==> src/heading_pid_steering_macros.svh <==
// assertion helpers shared by the heading pid steering modules
`ifndef HEADING_PID_STEERING_MACROS_SVH
`define HEADING_PID_STEERING_MACROS_SVH

`ifndef SYNTHESIS
`define HPS_ASSERT(lbl, expr) \
  lbl: assert property (@(posedge clk) disable iff (rst) (expr)) \
    else $error("assertion failed");
`define HPS_IMPLY(lbl, ante, cons) \
  lbl: assert property (@(posedge clk) disable iff (rst) (ante) |-> (cons)) \
    else $error("assertion failed");
`define HPS_NEXT(lbl, ante, cons) \
  lbl: assert property (@(posedge clk) disable iff (rst) (ante) |=> (cons)) \
    else $error("assertion failed");
`else
`define HPS_ASSERT(lbl, expr)
`define HPS_IMPLY(lbl, ante, cons)
`define HPS_NEXT(lbl, ante, cons)
`endif

`endif

==> src/hps_pkg.sv <==
package hps_pkg;

  // configuration register indexes
  typedef enum logic [2:0] {
    REG_AIM_HEADING    = 3'd0,
    REG_GAIN_PROP      = 3'd1,
    REG_GAIN_RATE      = 3'd2,
    REG_GAIN_INTEGRAL  = 3'd3,
    REG_DRIVE_CENTER   = 3'd4
  } reg_index_t;

  localparam logic [15:0] NEUTRAL_RESET = 16'd1500;

  // half, full, one and a half and two turns in centidegrees
  localparam logic signed [17:0] HALF_TURN     = 18'sd18000;
  localparam logic signed [17:0] FULL_TURN     = 18'sd36000;
  localparam logic signed [17:0] ONE_HALF_TURN = 18'sd54000;
  localparam logic signed [17:0] TWO_TURNS     = 18'sd72000;

  localparam logic signed [31:0] SUM_MAX = 32'sh7fff_ffff;
  localparam logic signed [31:0] SUM_MIN = 32'sh8000_0000;

  // one beat from the error stage to the drive stage
  typedef struct packed {
    logic signed [15:0] err;
    logic signed [16:0] rate;
    logic signed [31:0] sum;
  } err_beat_t;

endpackage

==> src/hps_error_stage.sv <==
`include "heading_pid_steering_macros.svh"

module hps_error_stage (
  input  logic              clk,
  input  logic              rst,
  input  logic              heading_valid,
  input  logic [15:0]       heading_measured,
  output logic              in_ready,
  input  logic [15:0]       aim_heading,
  input  logic              beat_ready,
  output logic              beat_valid,
  output hps_pkg::err_beat_t beat
);

  logic        meas_valid;
  logic [15:0] meas;
  logic signed [15:0] previous_error;
  logic signed [31:0] accumulated_error;

  logic signed [17:0] diff;
  logic signed [17:0] wrapped;
  logic signed [15:0] err_next;
  logic signed [16:0] rate_next;
  logic signed [32:0] sum_wide;
  logic signed [31:0] sum_next;
  logic               meas_fire;

  assign meas_fire = meas_valid && (!beat_valid || beat_ready);
  assign in_ready  = !meas_valid || meas_fire;

  always_ff @(posedge clk) begin
    if (rst) begin
      meas_valid <= 1'b0;
    end else if (in_ready) begin
      meas_valid <= heading_valid;
    end
    if (in_ready && heading_valid) begin
      meas <= heading_measured;
    end
  end

  // wrap into -18000..+18000, at most two turns away
  always_comb begin
    diff = $signed({2'b00, aim_heading}) - $signed({2'b00, meas});
    if (diff > hps_pkg::ONE_HALF_TURN) begin
      wrapped = diff - hps_pkg::TWO_TURNS;
    end else if (diff > hps_pkg::HALF_TURN) begin
      wrapped = diff - hps_pkg::FULL_TURN;
    end else if (diff < -hps_pkg::ONE_HALF_TURN) begin
      wrapped = diff + hps_pkg::TWO_TURNS;
    end else if (diff < -hps_pkg::HALF_TURN) begin
      wrapped = diff + hps_pkg::FULL_TURN;
    end else begin
      wrapped = diff;
    end
    err_next  = wrapped[15:0];
    rate_next = {err_next[15], err_next} - {previous_error[15], previous_error};
    sum_wide  = {accumulated_error[31], accumulated_error} + {{17{err_next[15]}}, err_next};
    if (sum_wide[32] != sum_wide[31]) begin
      sum_next = sum_wide[32] ? hps_pkg::SUM_MIN : hps_pkg::SUM_MAX;
    end else begin
      sum_next = sum_wide[31:0];
    end
  end

  always_ff @(posedge clk) begin
    if (rst) begin
      beat_valid        <= 1'b0;
      previous_error    <= '0;
      accumulated_error <= '0;
    end else begin
      if (!beat_valid || beat_ready) begin
        beat_valid <= meas_valid;
      end
      if (meas_fire) begin
        previous_error    <= err_next;
        accumulated_error <= sum_next;
      end
    end
    if (meas_fire) begin
      beat.err  <= err_next;
      beat.rate <= rate_next;
      beat.sum  <= sum_next;
    end
  end

  `HPS_IMPLY(a_err_range, beat_valid,
    ($signed(beat.err) <= 16'sd18000) && ($signed(beat.err) >= -16'sd18000))
  `HPS_NEXT(a_state_holds, !meas_fire,
    $stable(accumulated_error) && $stable(previous_error))

endmodule

==> src/hps_drive_stage.sv <==
`include "heading_pid_steering_macros.svh"

module hps_drive_stage (
  input  logic               clk,
  input  logic               rst,
  input  logic               beat_valid,
  input  hps_pkg::err_beat_t beat,
  output logic               beat_ready,
  input  logic signed [15:0] gain_prop,
  input  logic signed [15:0] gain_rate,
  input  logic signed [15:0] gain_integral,
  input  logic [15:0]        drive_center,
  output logic               result_valid,
  input  logic               result_stall,
  output logic [15:0]        steering_pwm,
  output logic signed [15:0] heading_error,
  output logic signed [16:0] error_rate,
  output logic signed [31:0] error_sum
);

  logic signed [31:0] p_prop;
  logic signed [32:0] p_rate;
  logic signed [47:0] p_int;
  logic signed [49:0] total;
  logic signed [49:0] drive;
  logic [15:0]        pwm_next;
  logic               beat_fire;

  assign beat_ready = !result_valid || !result_stall;
  assign beat_fire  = beat_valid && beat_ready;

  always_comb begin
    p_prop = gain_prop * $signed(beat.err);
    p_rate = gain_rate * $signed(beat.rate);
    p_int  = gain_integral * $signed(beat.sum);
    total  = {{18{p_prop[31]}}, p_prop} + {{17{p_rate[32]}}, p_rate}
           + {{2{p_int[47]}}, p_int};
    drive  = $signed({26'd0, drive_center, 8'd0}) - total;
    if (drive[49]) begin
      pwm_next = '0;
    end else if (|drive[48:24]) begin
      pwm_next = 16'hffff;
    end else begin
      pwm_next = drive[23:8];
    end
  end

  always_ff @(posedge clk) begin
    if (rst) begin
      result_valid <= 1'b0;
    end else if (beat_ready) begin
      result_valid <= beat_valid;
    end
    if (beat_fire) begin
      steering_pwm  <= pwm_next;
      heading_error <= beat.err;
      error_rate    <= beat.rate;
      error_sum     <= beat.sum;
    end
  end

  `HPS_NEXT(a_zero_gain_neutral,
    beat_fire && gain_prop == 16'sd0 && gain_rate == 16'sd0 && gain_integral == 16'sd0,
    steering_pwm == $past(drive_center))

endmodule

==> src/heading_pid_steering.sv <==
// heading hold pid steering controller
// heading channel: heading_valid / heading_stall carry one measured heading
// (centidegrees) per beat, one beat per control tick
// result channel: result_valid / result_stall carry steering_pwm, the wrapped
// heading_error, error_rate and the saturated error_sum, one beat per input beat
// config channel: cfg_valid / cfg_ready write cfg_data to register cfg_index
// (0 target, 1 prop gain, 2 rate gain, 3 integral gain, 4 neutral);
// cfg_ready is always high, unknown indexes are dropped, write only when idle
// path: each heading beat that is taken passes through an input register, the
// error/state register and the output register before its result is shown
// throughput: one beat per cycle while result_stall does not hold the output
// a stalled result holds; the stages behind it keep filling, and heading_stall
// rises only once every stage holds a beat
// reset clears the error history, the integral, all gains and the target,
// and sets the neutral drive to 1500; no item is in flight after reset
`include "heading_pid_steering_macros.svh"

module heading_pid_steering (
  input  logic               clk,
  input  logic               rst,
  input  logic               heading_valid,
  output logic               heading_stall,
  input  logic [15:0]        heading_measured,
  output logic               result_valid,
  input  logic               result_stall,
  output logic [15:0]        steering_pwm,
  output logic signed [15:0] heading_error,
  output logic signed [16:0] error_rate,
  output logic signed [31:0] error_sum,
  input  logic               cfg_valid,
  output logic               cfg_ready,
  input  logic [2:0]         cfg_index,
  input  logic [15:0]        cfg_data
);

  logic [15:0]        aim_heading;
  logic signed [15:0] gain_prop;
  logic signed [15:0] gain_rate;
  logic signed [15:0] gain_integral;
  logic [15:0]        drive_center;

  logic               in_ready;
  logic               beat_valid;
  logic               beat_ready;
  hps_pkg::err_beat_t beat;

  assign cfg_ready     = 1'b1;
  assign heading_stall = !in_ready;

  always_ff @(posedge clk) begin
    if (rst) begin
      aim_heading    <= '0;
      gain_prop      <= '0;
      gain_rate      <= '0;
      gain_integral  <= '0;
      drive_center   <= hps_pkg::NEUTRAL_RESET;
    end else if (cfg_valid && cfg_ready) begin
      case (cfg_index)
        hps_pkg::REG_AIM_HEADING:    aim_heading    <= cfg_data;
        hps_pkg::REG_GAIN_PROP:      gain_prop      <= cfg_data;
        hps_pkg::REG_GAIN_RATE:      gain_rate      <= cfg_data;
        hps_pkg::REG_GAIN_INTEGRAL:  gain_integral  <= cfg_data;
        hps_pkg::REG_DRIVE_CENTER:   drive_center   <= cfg_data;
        default: ;
      endcase
    end
  end

  hps_error_stage u_error (
    .clk              (clk),
    .rst              (rst),
    .heading_valid    (heading_valid),
    .heading_measured (heading_measured),
    .in_ready         (in_ready),
    .aim_heading      (aim_heading),
    .beat_ready       (beat_ready),
    .beat_valid       (beat_valid),
    .beat             (beat)
  );

  hps_drive_stage u_drive (
    .clk           (clk),
    .rst           (rst),
    .beat_valid    (beat_valid),
    .beat          (beat),
    .beat_ready    (beat_ready),
    .gain_prop     (gain_prop),
    .gain_rate     (gain_rate),
    .gain_integral (gain_integral),
    .drive_center  (drive_center),
    .result_valid  (result_valid),
    .result_stall  (result_stall),
    .steering_pwm  (steering_pwm),
    .heading_error (heading_error),
    .error_rate    (error_rate),
    .error_sum     (error_sum)
  );

  // input backs up only when every stage is full and the output is held
  `HPS_IMPLY(a_stall_when_full, heading_stall,
    result_valid && result_stall && beat_valid)

endmodule
==> config.mk <==
export PLATFORM = sky130hd
export DESIGN_NAME = heading_pid_steering
export DESIGN_NICKNAME = d
export VERILOG_FILES = /design/src/hps_pkg.sv /design/src/hps_error_stage.sv /design/src/hps_drive_stage.sv /design/src/heading_pid_steering.sv
export VERILOG_INCLUDE_DIRS = /design/src /design/src/src
export SDC_FILE = /design/constraint.sdc
export NUM_CORES = 2
export LEC_CHECK = 0
export BUFFER_PORTS_ARGS = -buffer_cell sky130_fd_sc_hd__buf_2
export CORE_MARGIN = 2
export CORE_UTILIZATION = 57
export CTS_BUF_LIST = sky130_fd_sc_hd__clkbuf_8
export CTS_CLUSTER_SIZE = 20
export DETAILED_ROUTE_END_ITERATION = 7
export PLACE_DENSITY_LB_ADDON = 0.25
export SYNTH_ARGS = -nofsm -noshare
export SYNTH_HDL_FRONTEND = slang
export SYNTH_SLANG_ARGS = --single-unit
==> constraint.sdc <==
create_clock -name clk -period 18.5 [get_ports clk]
set_input_delay 0.925 -clock clk [delete_from_list [all_inputs] [get_ports clk]]
set_output_delay 0.925 -clock clk [all_outputs]
set_load 0.05 [all_outputs]
==> impl_metrics.json <==
{
  "run_status": "completed",
  "async_flop_share_pct": 0,
  "synthesis.nets": 7566,
  "drtAntennaViolNets": 0,
  "timing.reg2reg.setup_slack_ps": 5590,
  "r2r_end": "u_drive.steering_pwm[8]",
  "clock_tree_root_buffer_cell": "clkbuf_8",
  "slowest_stage_delay_cp_ps": 870,
  "ys_seq_elements": 293,
  "die_h_um": 315.7,
  "timing.final.hold_violations": 0,
  "numClockSinks": 293,
  "chipWidth_um": 315.7,
  "cts_hold_repair.buffers": 0,
  "wirelength_um": 146900,
  "ctsLongestPathBuffers": 3,
  "reg2reg_depth": 38,
  "syn_inst": 6003,
  "multi_input_comb_area_um2": 42270,
  "vias_in_the_first_global_route": 43790,
  "tritoncts.num_buffers": 60,
  "synth.lib_cells_used.distinct": 91,
  "layout.core_utilization_pct": 60.81,
  "worst_hold_path_type": "in2reg",
  "worst_slack_ps": 5587,
  "wire_per_inst_um": 20.01,
  "grt_first_pass_wirelength_um": 236700,
  "slowest_stage": "nor4_4",
  "cts_resized": 0,
  "use_met2_pct": 50.64,
  "drt_pre_antenna_iters": 5,
  "leakagePower_nw": 27.27,
  "p_per_area_nw_per_um2": 125.5,
  "final.setup_skew_ps": 47.80,
  "globalRoute.busiestLayer": "met2",
  "synth.top_cells.by_count": "inv_1 (1,269), fa_1 (1,107), nand2_1 (811)",
  "rr_startpoint": "u_error.beat[51]",
  "fillCellCount": 8338,
  "cell_with_the_most_instances_after_synthesis": "inv_1",
  "grt_setup_unrepaired": "no",
  "drt-initial-drc-count": 2715,
  "timing.setup.tns_ps": 0,
  "achievable-frequency_mhz": 77.44,
  "initial_antenna_violation_count": 4,
  "netSwitchingFraction_pct": 54.59,
  "place.gp.congestion": 0.9690,
  "worst_slew_pin_slew_ps": 1332,
  "tritoncts": "built",
  "use_met1_pct": 40.86,
  "share_of_cells_above_drive_strength_1_pct": 5.263,
  "ir_worst_vdd_mv": 0.2194,
  "power_frac_comb_pct": 74.6,
  "cell_internal_pwr_mw": 3.343,
  "synth_sequential_area_ratio_pct": 13.52,
  "layout-area-overhead-vs-synth_pct": 5.867,
  "detail_route.vias_per_cell": 5.606,
  "grt.met3_usage_pct": 4.775,
  "place.detailed.hpwl_um": 116800,
  "detailroute.via_count": 41150,
  "synth_largest_area_cell": "fa_1",
  "globalRouteTotalUtil_pct": 30.76,
  "area_of_the_core_um2": 96420,
  "postCtsSetupBuffers": 0,
  "syn_area_cell_um2": 9.226,
  "mappedNetlistArea_um2": 55390,
  "finalWorstPathRequiredPeriod_ps": 12910,
  "gr-total-overflow": 0,
  "final_net_count": 7572,
  "worst_skew_pair.late_latency_ps": 810,
  "synthDominantCellAreaShare_pct": 40.01,
  "fp-row-count": 114,
  "grt_max_degree": 82,
  "p_seq_share_pct": 13.6,
  "endpoint_kind": "flop",
  "setup_violations": 0,
  "timing.final.max_slew_violations": 0,
  "ys.flop_type": "edfxtp_1",
  "worst_setup_path_start_kind": "flop",
  "post-route-drc-count": 0,
  "io_buf_count": 122,
  "fp.dieArea_um2": 99680,
  "path_common_cell": "fa_1",
  "worst-path-max-fanout": 17,
  "switchingPower_mw": 4.019,
  "h-tree-depth": 2,
  "relative_max_transition_margin_pct": 10.87,
  "setup.worst_path.start": "u_error.beat[51]",
  "crit_end": "u_drive.steering_pwm[8]",
  "cp_data_arrival_time_ps": 13390,
  "initial_core_util_pct": 57.44,
  "post_synth_edffs": 162,
  "boundaryPins": 124,
  "cap_violations": 0,
  "layout.area.seq_um2": 7497,
  "critical_path_type": "reg2reg",
  "worstPathRequired_ps": 18980,
  "period_share_pct": 69.80,
  "clkSlewWorstSetupHoldPaths_ps": 60,
  "pre_cts_setup_slack_ps": 5854,
  "power.clock.fraction_pct": 11.8,
  "yosys_warnings": 0,
  "netlist_top_cells_area": "fa_1 (40%), ha_1 (9.4%), edfxtp_1 (8.8%)"
}
==> metrics by stage <==
| stage | std cells | hold slack, ps | area (um2) | power (mW) |
|---|---|---|---|---|
| finish | 7340 | 290.8 | 58640 | 7.362 |
| floorplan | 6003 | 431.5 | 55390 | 4.900 |
| global route | 7337 | 254.2 | 58630 | 8.003 |
| CTS | 7337 | 226.7 | 58630 | 7.303 |
| global placement | 7223 | 440.9 | 57170 | 6.396 |
| detailed placement | 7223 | 448.4 | 57170 | 6.394 |
==> state kept, by name (all words and copies together), names as in the netlist, 17 cells and up <==
register and flops:
u_error.accumulated_error 32, u_drive.error_rate 17, u_error.beat 65, u_drive.error_sum 32
==> power groups by stage <==
| stage | logic (mW) | registers [mW] | clock network (mW) |
|---|---|---|---|
| after floorplan | 3.89 | 1.01 | 0 |
| after global placement | 5.39 | 1.01 | 0 |
| after detailed placement | 5.38 | 1.01 | 0 |
| after CTS | 5.42 | 0.997 | 0.885 |
| after global routing | 6.09 | 1.01 | 0.909 |
| final | 5.49 | 1.00 | 0.867 |
==> cell usage in the layout, fill, tap and decap left out, types with 37 or more instances in the layout <==
cell | Yosys | final
inv_1 | 1269 | 1282
fa_1 | 1107 | 1107
nand2_1 | 811 | 811
and2_1 | 459 | 459
ha_1 | 416 | 416
a21oi_1 | 275 | 275
nor2_1 | 182 | 181
edfxtp_1 | 162 | 162
xnor2_1 | 123 | 123
dfxtp_1 | 131 | 123
buf_2 | 5 | 121
o21ai_0 | 119 | 118
a21o_1 | 83 | 83
nand2b_1 | 65 | 65
clkbuf_8 | 0 | 64
xor2_1 | 57 | 57
buf_4 | 1 | 57
nand3_1 | 46 | 46
a31oi_1 | 42 | 42
o21a_1 | 37 | 37
==> layer usage <==
| metal | wire length [um] | part of all wire, % |
|---|---|---|
| met1 | 59940 | 41 |
| met4 | 6856 | 4.7 |
| met2 | 69820 | 48 |
| met3 | 10250 | 7.0 |
| met5 | 7 | 0.0048 |
==> logic make-up (layout without fill, tap and decap cells) <==
logic type,after synthesis,in the layout,share of synthesized area (%)
flops,293,293,13.52
buf+inv,1505,1563,10.22
fa+ha+maj,1539,1539,49.70
simple gates,1726,1726,14.97
other cells,1,4,0.006771
mux,8,8,0.1468
compound gates,751,751,8.589
xor+xnor,180,180,2.846
==> how the worst min path moves through the flow <==
stage / from / endpoint / slack, ps / cells after the start
global placement: u_error.accumulated_error[28] / u_error.accumulated_error[28] / 440 / 1
finish: heading_measured[14] / u_error.meas[14] / 290 / 1
CTS: heading_measured[14] / u_error.meas[14] / 230 / 1
detailed placement: u_error.previous_error[3] / u_error.previous_error[3] / 450 / 2
global route: heading_measured[15] / u_error.meas[15] / 250 / 1
floorplan: u_error.accumulated_error[10] / u_error.accumulated_error[10] / 430 / 2
==> layout make-up <==
| class | count | area share, % |
|---|---|---|
| Multi-Input combinational cell | 4205 | 72.08 |
| Sequential cell | 293 | 12.79 |
| Inverter | 1271 | 8.139 |
| Tap cell | 1276 | 2.723 |
| Timing Repair Buffer | 178 | 1.763 |
| Clock buffer | 64 | 1.502 |
| Clock inverter | 50 | 0.9901 |
| Antenna cell | 3 | 0.01280 |
==> critical path: cells and delay by family, from the launching register on <==
| kind | cells | cell delay (ps) |
|---|---|---|
| compound gates | 10 | 2870 |
| xor+xnor | 2 | 380 |
| buf+inv | 4 | 190 |
| simple gates | 11 | 3410 |
| fa+ha+maj | 11 | 4990 |
| flops | 1 | 690 |
Power figures use the tool's default switching activity.
